--- src/aes128_pkg.sv ---
// Shared types, codes and GF(2^8) helpers for the AES-128 block encryptor.
package aes128_pkg;

  localparam int unsigned RoundCountDef = 10;

  // Command codes on the input channel
  typedef enum logic [1:0] {
    CmdSubLoad = 2'd0,
    CmdKeyLoad = 2'd1,
    CmdText    = 2'd2,
    CmdNone    = 2'd3
  } cmd_e;

  // Controller states
  typedef enum logic [1:0] {
    StIdle = 2'd0,
    StRun  = 2'd1,
    StOut0 = 2'd2,
    StOut1 = 2'd3
  } state_e;

  // Text half indexes
  localparam logic [7:0] HalfFirst  = 8'd0;
  localparam logic [7:0] HalfSecond = 8'd1;

  // Datapath commands from the controller
  typedef struct packed {
    logic       sub_we;
    logic       key_we;
    logic       pend_we;
    logic       load_blk;
    logic       key_cap_hi;
    logic       key_cap_lo;
    logic [1:0] sb_col;
    logic       sb_cap;
    logic [1:0] cap_col;
    logic       fin;
    logic       first_rnd;
    logic       last_rnd;
    logic       out_hi;
  } dp_cmd_t;

  localparam logic [7:0] Poly = 8'h1B;

  // Multiply by two in GF(2^8)
  function automatic logic [7:0] xtime(input logic [7:0] a);
    logic [7:0] d;
    d = {a[6:0], 1'b0};
    if (a[7]) begin
      d = d ^ Poly;
    end
    return d;
  endfunction

  // MixColumns on one column, row 0 in the top byte
  function automatic logic [31:0] mix_col(input logic [31:0] x);
    logic [7:0] a0, a1, a2, a3, d0, d1, d2, d3;
    a0 = x[31:24];
    a1 = x[23:16];
    a2 = x[15:8];
    a3 = x[7:0];
    d0 = xtime(a0);
    d1 = xtime(a1);
    d2 = xtime(a2);
    d3 = xtime(a3);
    return {d0 ^ d1 ^ a1 ^ a2 ^ a3,
            a0 ^ d1 ^ d2 ^ a2 ^ a3,
            a0 ^ a1 ^ d2 ^ d3 ^ a3,
            d0 ^ a0 ^ a1 ^ a2 ^ d3};
  endfunction

endpackage

--- src/aes128_ctrl.sv ---
// Controller: command decode, round sequencing and result handshake.
module aes128_ctrl #(
  parameter int unsigned RoundCount = aes128_pkg::RoundCountDef,
  localparam int unsigned KeyWords  = 2 * (RoundCount + 1),
  localparam int unsigned RndW      = $clog2(RoundCount + 1),
  localparam int unsigned KeyAw     = RndW + 1
) (
  input  logic                clk_i,
  input  logic                rst_ni,
  input  logic                in_valid_i,
  input  logic [1:0]          in_cmd_i,
  input  logic [7:0]          in_index_i,
  output logic                in_ready_o,
  output logic                out_valid_o,
  input  logic                out_ready_i,
  output logic                out_last_o,
  output logic [KeyAw-1:0]    key_raddr_o,
  output aes128_pkg::dp_cmd_t cmd_o
);

  aes128_pkg::state_e state_q, state_d;
  logic [2:0]      step_q, step_d;
  logic [RndW-1:0] rnd_q, rnd_d;
  logic            have_q, have_d;
  logic            acc;
  logic            start;
  logic            rnd_done;

  assign acc      = in_valid_i && in_ready_o;
  assign start    = acc && (in_cmd_i == aes128_pkg::CmdText) &&
                    (in_index_i == aes128_pkg::HalfSecond) && have_q;
  assign rnd_done = (step_q == 3'd5);

  // Next state
  always_comb begin
    state_d = state_q;
    unique case (state_q)
      aes128_pkg::StIdle: if (start) state_d = aes128_pkg::StRun;
      aes128_pkg::StRun: begin
        if (rnd_done && (rnd_q == RndW'(RoundCount))) state_d = aes128_pkg::StOut0;
      end
      aes128_pkg::StOut0: if (out_ready_i) state_d = aes128_pkg::StOut1;
      aes128_pkg::StOut1: if (out_ready_i) state_d = aes128_pkg::StIdle;
      default: state_d = aes128_pkg::StIdle;
    endcase
  end

  // Advance step and round counters, track the stored first half
  always_comb begin
    step_d = step_q;
    rnd_d  = rnd_q;
    have_d = have_q;
    if (start) begin
      step_d = 3'd0;
      rnd_d  = '0;
      have_d = 1'b0;
    end else if (state_q == aes128_pkg::StRun) begin
      if (rnd_done) begin
        step_d = 3'd0;
        rnd_d  = rnd_q + RndW'(1);
      end else begin
        step_d = step_q + 3'd1;
      end
    end
    if (acc && (in_cmd_i == aes128_pkg::CmdText) && (in_index_i == aes128_pkg::HalfFirst)) begin
      have_d = 1'b1;
    end
  end

  // Outputs and datapath commands
  always_comb begin
    in_ready_o        = (state_q == aes128_pkg::StIdle);
    out_valid_o       = (state_q == aes128_pkg::StOut0) || (state_q == aes128_pkg::StOut1);
    out_last_o        = (state_q == aes128_pkg::StOut1);
    key_raddr_o       = {rnd_q, step_q[0]};
    cmd_o             = '0;
    cmd_o.sub_we      = acc && (in_cmd_i == aes128_pkg::CmdSubLoad);
    cmd_o.key_we      = acc && (in_cmd_i == aes128_pkg::CmdKeyLoad) &&
                        (in_index_i < 8'(KeyWords));
    cmd_o.pend_we     = acc && (in_cmd_i == aes128_pkg::CmdText) &&
                        (in_index_i == aes128_pkg::HalfFirst);
    cmd_o.load_blk    = start;
    cmd_o.key_cap_hi  = (step_q == 3'd1);
    cmd_o.key_cap_lo  = (step_q == 3'd2);
    cmd_o.sb_col      = step_q[1:0];
    cmd_o.sb_cap      = (step_q >= 3'd1) && (step_q <= 3'd4);
    cmd_o.cap_col     = step_q[1:0] - 2'd1;
    cmd_o.fin         = (state_q == aes128_pkg::StRun) && rnd_done;
    cmd_o.first_rnd   = (rnd_q == '0);
    cmd_o.last_rnd    = (rnd_q == RndW'(RoundCount));
    cmd_o.out_hi      = (state_q == aes128_pkg::StOut1);
  end

  // Control registers
  always_ff @(posedge clk_i or negedge rst_ni) begin
    if (!rst_ni) begin
      state_q <= aes128_pkg::StIdle;
      step_q  <= 3'd0;
      rnd_q   <= '0;
      have_q  <= 1'b0;
    end else begin
      state_q <= state_d;
      step_q  <= step_d;
      rnd_q   <= rnd_d;
      have_q  <= have_d;
    end
  end

endmodule

--- config.mk ---
export PLATFORM = sky130hd
export DESIGN_NAME = aes128_ctrl
export DESIGN_NICKNAME = d
export VERILOG_FILES = /design/src/aes128_pkg.sv /design/src/aes128_ctrl.sv
export SDC_FILE = /design/constraint.sdc
export NUM_CORES = 1
export LEC_CHECK = 0
export BUFFER_PORTS_ARGS = -buffer_cell sky130_fd_sc_hd__buf_2
export CORE_MARGIN = 4
export CORE_UTILIZATION = 49
export DETAILED_ROUTE_END_ITERATION = 8
export PLACE_DENSITY = 0.95
export SYNTH_ARGS = -nofsm -noshare
export SYNTH_HDL_FRONTEND = slang
export SYNTH_SLANG_ARGS = --single-unit
--- constraint.sdc ---
create_clock -name clk_i -period 4.1 [get_ports clk_i]
set_clock_uncertainty 0.1 [all_clocks]
set_input_delay 0 -clock clk_i [delete_from_list [all_inputs] [get_ports clk_i]]
set_output_delay 0 -clock clk_i [all_outputs]
set_load 0.05 [all_outputs]
==> results of run 1 <==
==> sequential cells by signal, indices dropped and copies added, names as in the netlist <==
| name | flops |
|---|---|
| have_q | 1 |
| rnd_q | 4 |
| state_q | 2 |
| step_q | 3 |
==> worst register-to-register path, stage by stage, from the launching register on <==
cell and delay [ns]:
dfrtp_1 0.41, inv_1 0.09, ha_1 0.24, and4bb_1 0.26
nand4_1 0.12, a21oi_2 0.19, mux2_1 0.33
==> cell usage after synthesis (2+ instances only) <==
cell	instances	area [um2]
nor2_1	10	37.54
nand4_1	2	12.51
nor3_1	2	10.01
xor2_1	2	17.52
a21oi_1	5	25.02
nand2_1	7	26.28
buf_2	3	15.01
ha_1	11	137.6
nor2b_1	2	12.51
o21ai_0	2	10.01
dfrtp_1	10	250.2
nand3_1	2	10.01
buf_4	6	45.04
inv_1	10	37.54
==> cell families after synthesis <==
logic type / Yosys count / share of synthesized area (%)
and+or+nand+nor: 33 / 24.36
buffers and inverters: 19 / 11.73
AOI/OAI and AO/OA: 14 / 12.78
adders and majority gates: 11 / 16.54
DFF: 10 / 30.08
xor gates and xnor gates: 3 / 3.158
muxes: 1 / 1.353
==> how the worst max path moves through the flow <==
stage                     startpoint         end  slack (ns)  cells after the start
after floorplan           state_q[0]   cmd_o[14]        1.80                      4
after global placement    state_q[0]  state_q[1]        2.32                      6
after detailed placement  state_q[0]  state_q[1]        2.26                      6
after CTS                 state_q[0]   cmd_o[11]        2.04                      5
after global routing      state_q[0]   cmd_o[11]        1.95                      5
final                     state_q[0]   cmd_o[11]        2.03                      5
==> layer usage <==
layer | GRT usage, % | up-vias | part of all wire, %
li1 | - | 368 | -
met1 | 14.74 | 344 | 38
met2 | 30.13 | 37 | 53
met3 | 3.364 | 4 | 7.8
met4 | 5.687 | 0 | 1.0
met5 | 0 | - | 0
==> layout make-up <==
type	count	area (um2)
fill	129	530.5
inverter	10	37.54
multi-input combinational	62	484.2
clock buffer	4	36.28
sequential	10	250.2
tap	16	20.02
timing repair buffer	38	200.2
==> cell usage in the layout (no fill, tap or decap), drive strengths merged, types with 2 or more instances in the layout <==
| cell | n |
|---|---|
| buf | 36 |
| ha | 11 |
| inv | 10 |
| nor2 | 10 |
| dfrtp | 10 |
| nand2 | 7 |
| a21oi | 6 |
| clkbuf | 4 |
| nor3 | 3 |
| nand3 | 2 |
| nor2b | 2 |
| o21ai | 2 |
| nand4 | 2 |
| xor2 | 2 |
| dlygate4sd3 | 2 |
==> metrics by stage <==
step | hold slack, ns | setup slack [ns] | utilization, %
after detailed placement | -0.2312 | 2.257 | 62.36
final | 0.006402 | 2.034 | 65.97
after CTS | 0.008150 | 2.043 | 65.97
after floorplan | -0.3956 | 1.801 | -
after global placement | -0.2308 | 2.323 | 62.36
after global routing | 0.02269 | 1.946 | 65.97
==> qor.yml, run 1 <==
setup_path:
  r2r-end: "state_q[1]"
  crit_buf_inv: 2
  arrival_ns: 1.97
  slowest_stage: "dfrtp_1"
  reg2reg_depth: 6
  critical_path_class: "flop to output pin"
  crit_required_ns: 4.00
  ff2ff_setup_slack_ns: 2.25
  cp_cell_sequence: "inv_1, ha_1, and4bb_1, and4_1, buf_2"
  timing.rr.start: "state_q[0]"
  startpoint_type: "flop"
  slowest_delay_ns: 0.41
  worstSetupEndpointType: "output pin"
  crit_fanout: 8
  path_delay_family: "simple AND/OR/NAND/NOR gates"
clock_network:
  clk_pin_slew_worst_paths_ns: 0.07
  post_cts_resized: 0
  clockBufferDepth: 2
  ctsHoldBuffers: 2
  clock_insertion_delay_worst_skew_ns: 0.27
  ctsHtreeMaxLevel: 1
  cts_sinks: 10
  cts_tree: "built"
  cts_buffers: 3
  postCtsSetupRepairBufs: 0
  cts-root-buf: "clkbuf_4"
cells_and_area:
  nNetsFinal: 150
  antenna_cells: 0
  layoutNonFillerInstCount: 140
  drive_above_1_share_pct: 37.90
  syn2layout_area_growth_pct: 23.61
  design_area_mm2: 0.001028
run_status:
  status: "complete, no violations"
sta:
  fin_crit_sh_pct: 50.40
  slew_headroom_pct: 80.47
  final.setup.tns_ns: 0
  post-route-min-period_ns: 2.066
  worstMarginPinSlew_ns: 0.2929
  rsz0062_at_grt: "false"
  finalHoldViolCount: 0
  max_freq_mhz: 484.0
  setup_violations: 0
  slew_viol_final: 0
global_routing:
  grt_max_degree: 11
  grt_pass1_vias: 721
  grt.total_usage_pct: 15.16
  antenna_found_initial: 0
  grt_overflow_total: 0
  grt_pass1_wl_um: 2918
die:
  io_pins: 37
  die_y_um: 49.21
  fp.dieW_um: 49.21
  die_area_mm2: 0.002421
  rows: 14
  start_util_pct: 53.37
  core_area_mm2: 0.001559
routing:
  drt-initial-drc-count: 6
  wl_per_cell_um: 12.40
  drc_errors: 0
  wl_um: 1736
  drt_first_pass_iters: 4
  num_vias: 753
  ant_nets: 0
  vias_per_cell: 5.379
synth:
  netlist_area_um2: 832.0
  synthFlopType: "dfrtp_1"
  synthCells: 91
  syn_nets: 116
  ys_types: 31
  ys_seq_area_share_pct: 30.08
  ys_seq_elements: 10
  yosysWarnings: 0
  postSynthAreaPerCell_um2: 9.143
  synthArstFlopShare_pct: 100.0
  synth_edf_count: 0
placed_design:
  placedInstanceArea_um2: 972.2
  place_inst: 134
  hpwl_um: 1433
  routabilityCongestion: 0.8030
  portBuffers: 36
worst_hold_path:
  min_to: "have_q"
  holdPathStages: 4
  worstHoldStart: "in_index_i[6]"
  holdCritPathClass: "input port to flop"
flow_run:
  drv_cap: 0
Power of run 1 is left out: the tool's default activity adds up to more than one toggle a clock period on the data nets, which glitch-free logic cannot reach.
==> run 2, diff against run 1 <==
--- a/config.mk
+++ b/config.mk
@@ -5,11 +5,12 @@
 export SDC_FILE = /design/constraint.sdc
 export NUM_CORES = 1
 export LEC_CHECK = 0
+export ABC_AREA = 1
 export BUFFER_PORTS_ARGS = -buffer_cell sky130_fd_sc_hd__buf_2
 export CORE_MARGIN = 4
-export CORE_UTILIZATION = 49
+export CORE_UTILIZATION = 42
 export DETAILED_ROUTE_END_ITERATION = 8
-export PLACE_DENSITY = 0.95
+export PLACE_DENSITY = 0.86
 export SYNTH_ARGS = -nofsm -noshare
 export SYNTH_HDL_FRONTEND = slang
 export SYNTH_SLANG_ARGS = --single-unit
==> constraint.sdc (replaced) <==
create_clock -name clk_i -period 1.7 [get_ports clk_i]
set_clock_uncertainty 0.1 [all_clocks]
set_input_delay 0 -clock clk_i [delete_from_list [all_inputs] [get_ports clk_i]]
set_output_delay 0 -clock clk_i [all_outputs]
set_load 0.05 [all_outputs]
==> qor.yml, run 2 <==
setup_path:
  crit_fanout: 6
  cp_cell_sequence: "ha_4, nor4_2, a21oi_2, clkbuf_4"
  cp-startpoint: "step_q[0]"
  timing.rr.start: "step_q[1]"
  arrival_ns: 1.56
  worstSetupEndpointType: "output pin"
  slowest_delay_ns: 0.47
  path_delay_family: "flip-flops"
  crit_buf_inv: 1
  crit_required_ns: 1.60
  critical_path_class: "flop to output pin"
  slowest_stage: "dfrtp_2"
  startpoint_type: "flop"
die:
  io_pins: 37
  core_area_mm2: 0.001982
  die_area_mm2: 0.002905
  fp.dieW_um: 53.90
  rows: 16
  die_y_um: 53.90
  start_util_pct: 44.63
cells_and_area:
  reg_top3: "rnd_q: 4 flops, step_q: 3 flops, state_q: 2 flops"
  nFillCells: 164
  regArea_um2: 251.5
  syn2layout_area_growth_pct: 46.25
  multi_input_area_um2: 566.8
  nNetsFinal: 187
  drive_above_1_share_pct: 45.96
  final_common_cell: "buf_2"
  largest_reg_flops: 4
  regMostFlops: "rnd_q"
  antenna_cells: 0
  most-common-layout-cells: "buf_2, inv_1, nand2_1"
sta:
  slew_viol_final: 0
  rsz0062_at_grt: "true"
  finalHoldViolCount: 0
  worstMarginPinSlew_ns: 0.3500
  fin_ws_ns: 0.04459
  post-route-min-period_ns: 1.655
  fin_crit_sh_pct: 97.38
  slew_headroom_pct: 76.48
  setup_violations: 0
  max_freq_mhz: 604.1
placed_design:
  routabilityCongestion: 0.8387
  pre_cts_ws_ns: 0.04358
  portBuffers: 36
  hpwl_um: 1633
synth:
  synth_commonest_cells: "inv_1, nand2_1, ha_1"
  synth.most_common_cell: "inv_1"
  synthArstFlopShare_pct: 100.0
  yosysWarnings: 0
  ys_seq_elements: 10
  synthFlopType: "dfrtp_1"
  synth_top_cell_by_area: "dfrtp_1"
  postSynthAreaPerCell_um2: 7.561
  netlist_area_um2: 884.6
  ys_types: 25
  synth.area.top_cells: "dfrtp_1, ha_1, inv_1, nand2_1, buf_4"
  synth_edf_count: 0
  yosysTopAreaCellShare_pct: 28.29
  syn_nets: 142
  ys_seq_area_share_pct: 28.29
  synthCells: 117
routing:
  drt-initial-drc-count: 13
  wl_per_cell_um: 12.49
  drc_errors: 0
  num_vias: 900
  drt_first_pass_iters: 6
  ant_nets: 0
  vias_per_cell: 4.787
  wl_um: 2348
power_and_ir_drop:
  power_density_mw_per_mm2: 1951
  finalPower_uw: 2524
  p_leak_uw: 0.0007366
  ir_drop_v: 0.001381
clock_network:
  cts_tree: "built"
  ctsHtreeMaxLevel: 1
  cts-root-buf: "clkbuf_4"
  clock_insertion_delay_worst_skew_ns: 0.27
  clockBufferDepth: 2
  cts_sinks: 10
  clk_pin_slew_worst_paths_ns: 0.07
  cts_buffers: 3
worst_hold_path:
  holdCritPathClass: "input port to asynchronous set/reset pin"
global_routing:
  grt_max_degree: 11
  grt_pass1_wl_um: 3726
  grt_overflow_total: 0
  grt.total_usage_pct: 17.15
  grt_pass1_vias: 894
  antenna_found_initial: 0
run_status:
  status: "complete, no violations"
flow_run:
  drv_cap: 0
## run 2: worst paths after layout
path / depth (start not counted) / to / slack [ns]
setup reg to reg: 9 / state_q[0] / 0.15
hold reg to reg: 2 / state_q[1] / 0.47
setup / recovery: 4 / cmd_o[6] / 0.04
min in group clk_i: 5 / have_q / 0.04
max in group asynchronous: 2 / step_q[0] / 1.26
hold / removal: 2 / rnd_q[3] / 0.02
## run 2: area by class of cell
cell class                      instances  share of cell area, %
Multi-Input combinational cell         74                  43.81
Timing Repair Buffer                   47                  23.60
Sequential cell                        10                  19.44
Inverter                               26                  7.737
Clock buffer                            4                  2.805
Tap cell                               27                  2.611
## run 2: metal layers
metal  vias up  routed length (um)  track usage [%]
met1       416                 930            19.09
met3         0                 219            5.540
li1        449                   -                -
met4         0                   0            1.702
met5         -                   0                0
met2        35                1198            32.26
## run 2: metrics by stage
stage	hold WS (ns)	cells	utilization, %	instance area (um2)	TNS [ns]
2_1_floorplan	-0.3956	117	-	923.4	0
3_3_place_gp	-0.2265	174	55.11	1092	0
3_5_place_dp	-0.2237	174	55.11	1092	0
4_1_cts	0.01059	187	62.31	1235	0
5_1_grt	0.03503	188	65.28	1294	-0.02909
6_report	0.01980	188	65.28	1294	0
## run 2: cell families (layout without fill, tap and decap cells)
| family | after synthesis | in the layout | share of synthesized area, % |
|---|---|---|---|
| and+or+nand+nor | 52 | 52 | 31.68 |
| buffers and inverters | 33 | 77 | 16.97 |
| adders and majority gates | 11 | 11 | 15.56 |
| AOI/OAI and AO/OA | 10 | 10 | 6.507 |
| DFF | 10 | 10 | 28.29 |
| xor gates and xnor gates | 1 | 1 | 0.9903 |
## run 2: power by group
group          internal (uW)  switching, uW
clock                    130           92.3
combinational            540           1320
sequential               323            119
total                    994           1530
## run 2: what timing repair did
item	4_1_cts	5_1_grt
hold buffers	5	1
buffers inserted	4	0
gates resized for setup	10	13
hold endpoints to repair	11	1
setup endpoints to repair	5	8
pin swaps	2	2
## run 2: worst register-to-register path, stage by stage, from the launching register on
cell and delay (ns):
dfrtp_1 0.38, inv_1 0.14, ha_4 0.19, nand2_4 0.09
nand2_2 0.10, o21ai_1 0.07, a21oi_2 0.19, nand2_2 0.08
nand2_1 0.06, nand2_1 0.05
(Power assumes the default switching activity.)
==> run 3, diff against run 2 <==
--- a/config.mk
+++ b/config.mk
@@ -8,9 +8,9 @@
 export ABC_AREA = 1
 export BUFFER_PORTS_ARGS = -buffer_cell sky130_fd_sc_hd__buf_2
 export CORE_MARGIN = 4
-export CORE_UTILIZATION = 42
+export CORE_UTILIZATION = 40
 export DETAILED_ROUTE_END_ITERATION = 8
-export PLACE_DENSITY = 0.86
+export PLACE_DENSITY = 0.83
 export SYNTH_ARGS = -nofsm -noshare
 export SYNTH_HDL_FRONTEND = slang
 export SYNTH_SLANG_ARGS = --single-unit
==> qor.yml, run 3 (synthesis gave the netlist of run 2 again) <==
clock_network:
  cts_tree: "built"
  ctsHtreeMaxLevel: 1
  clock_insertion_delay_worst_skew_ns: 0.26
  cts_sinks: 10
  cts_buffers: 3
  cts-root-buf: "clkbuf_4"
  clk_pin_slew_worst_paths_ns: 0.07
  clockBufferDepth: 2
placed_design:
  routabilityCongestion: 0.8540
  place_inst: 174
  hpwl_um: 1675
  portBuffers: 36
  placedInstanceArea_mm2: 0.001092
die:
  die_area_mm2: 0.003028
  die_y_um: 55.03
  io_pins: 37
  rows: 16
  start_util_pct: 43.75
  fp.dieW_um: 55.03
  core_area_mm2: 0.002022
cells_and_area:
  drive_above_1_share_pct: 43.67
  syn2layout_area_growth_pct: 41.87
  antenna_cells: 0
  final_core_util_pct: 62.07
  reg_top3: "rnd_q: 4 flops, step_q: 3 flops, state_q: 2 flops"
  nFillCells: 179
  regArea_um2: 251.5
  final_common_cell: "buf_2"
  regMostFlops: "rnd_q"
  most-common-layout-cells: "buf_2, inv_1, nand2_1"
  multi_input_area_um2: 568.0
  largest_reg_flops: 4
  nNetsFinal: 185
  design_area_mm2: 0.001255
  layoutNonFillerInstCount: 185
sta:
  slew_viol_final: 0
  fin_crit_sh_pct: 97.23
  slew_headroom_pct: 73.47
  setup_violations: 0
  max_freq_mhz: 605.0
  rsz0062_at_grt: "true"
  hold_slack_ns: 0.002835
  worstMarginPinSlew_ns: 0.3980
  finalHoldViolCount: 0
  post-route-min-period_ns: 1.653
  final.setup.tns_ns: 0
setup_path:
  r2r-end: "state_q[0]"
  crit_fanout: 5
  timing.rr.start: "state_q[0]"
  worstSetupEndpointType: "output pin"
  crit_required_ns: 1.60
  arrival_ns: 1.55
  startpoint_type: "flop"
  reg2reg_depth: 8
  critical_path_class: "flop to output pin"
  ff2ff_setup_slack_ns: 0.11
routing:
  drt_first_pass_iters: 4
  vias_per_cell: 4.816
  wl_met2_um: 1102
  wl_um: 2258
  num_vias: 891
  drt-initial-drc-count: 13
  wl_per_cell_um: 12.21
  routed-wl-met3_um: 166
  dr.max_layer_used: "met4"
  ant_nets: 0
  wl_met1_um: 981
  drc_errors: 0
global_routing:
  grt_overflow_total: 0
  grt_max_degree: 11
  grt_pass1_wl_um: 3470
  grt.total_usage_pct: 15.97
  grt_pass1_vias: 827
  antenna_found_initial: 0
run_status:
  status: "complete, no violations"
worst_hold_path:
  holdPathStages: 4
  worstHoldStart: "in_cmd_i[0]"
  holdCritPathClass: "input port to flop"
  min_to: "have_q"
power_and_ir_drop:
  p_leak_uw: 0.0007208
  power_density_mw_per_mm2: 1945
  ir_drop_v: 0.001146
flow_run:
  drv_cap: 0
## run 3: cell types whose count changed in the layout (fill, tap and decap cells not counted), sizes merged
| cell | change |
|---|---|
| clkbuf | -2 |
| dlygate4sd3 | -1 |
## run 3: what timing repair did
action,CTS,global route
pin swaps,3,1
setup buffers,2,1
endpoints found under the setup margin,5,8
endpoints found under the hold margin,11,0
resized for setup,10,8
hold buffers,5,0
## run 3: final cells by class
cell class / instances / share of cell area [%]
multi-input cells: 74 / 45.26
repair buffers: 45 / 22.43
inverters: 26 / 7.777
well taps: 27 / 2.692
clock buffers: 3 / 1.795
flip-flops and latches: 10 / 20.04
## run 3: worst max-delay path, cell delays in order (launching register included)
cell and delay [ns]:
dfrtp_1 0.42, inv_2 0.10, ha_4 0.17, nand2_1 0.12, nor4_4 0.29, buf_6 0.19
## run 3: how the worst max path moves through the flow
stage | from | end | slack, ns | depth (start not counted)
2_1_floorplan | state_q[0] | cmd_o[13] | 0.01 | 4
3_3_place_gp | state_q[0] | state_q[0] | 0.11 | 9
3_5_place_dp | state_q[0] | state_q[0] | 0.07 | 9
4_1_cts | state_q[0] | cmd_o[12] | 0.0003 | 7
5_1_grt | state_q[0] | cmd_o[11] | -0.02 | 7
6_report | state_q[0] | cmd_o[13] | 0.05 | 5
## run 3: report_power, final
group | switching, uW | internal (uW) | leakage (uW)
combinational | 1310 | 516 | 0.000585
sequential | 126 | 323 | 0.000122
clock | 80.6 | 81.7 | 0.0000138
## run 3: routing by layer
| layer | global-route usage, % | vias to the layer above |
|---|---|---|
| li1 | - | 447 |
| met1 | 18.72 | 408 |
| met2 | 29.92 | 34 |
| met3 | 2.681 | 2 |
| met4 | 3.644 | 0 |
| met5 | 0 | - |
## run 3: per-stage QoR
stage                     setup WS, ns  power [uW]
after floorplan                0.01440        1874
after global placement          0.1078        2112
after detailed placement       0.06541        2160
after CTS                    0.0003302        2368
after global routing          -0.01651        2617
final                          0.04708        2441
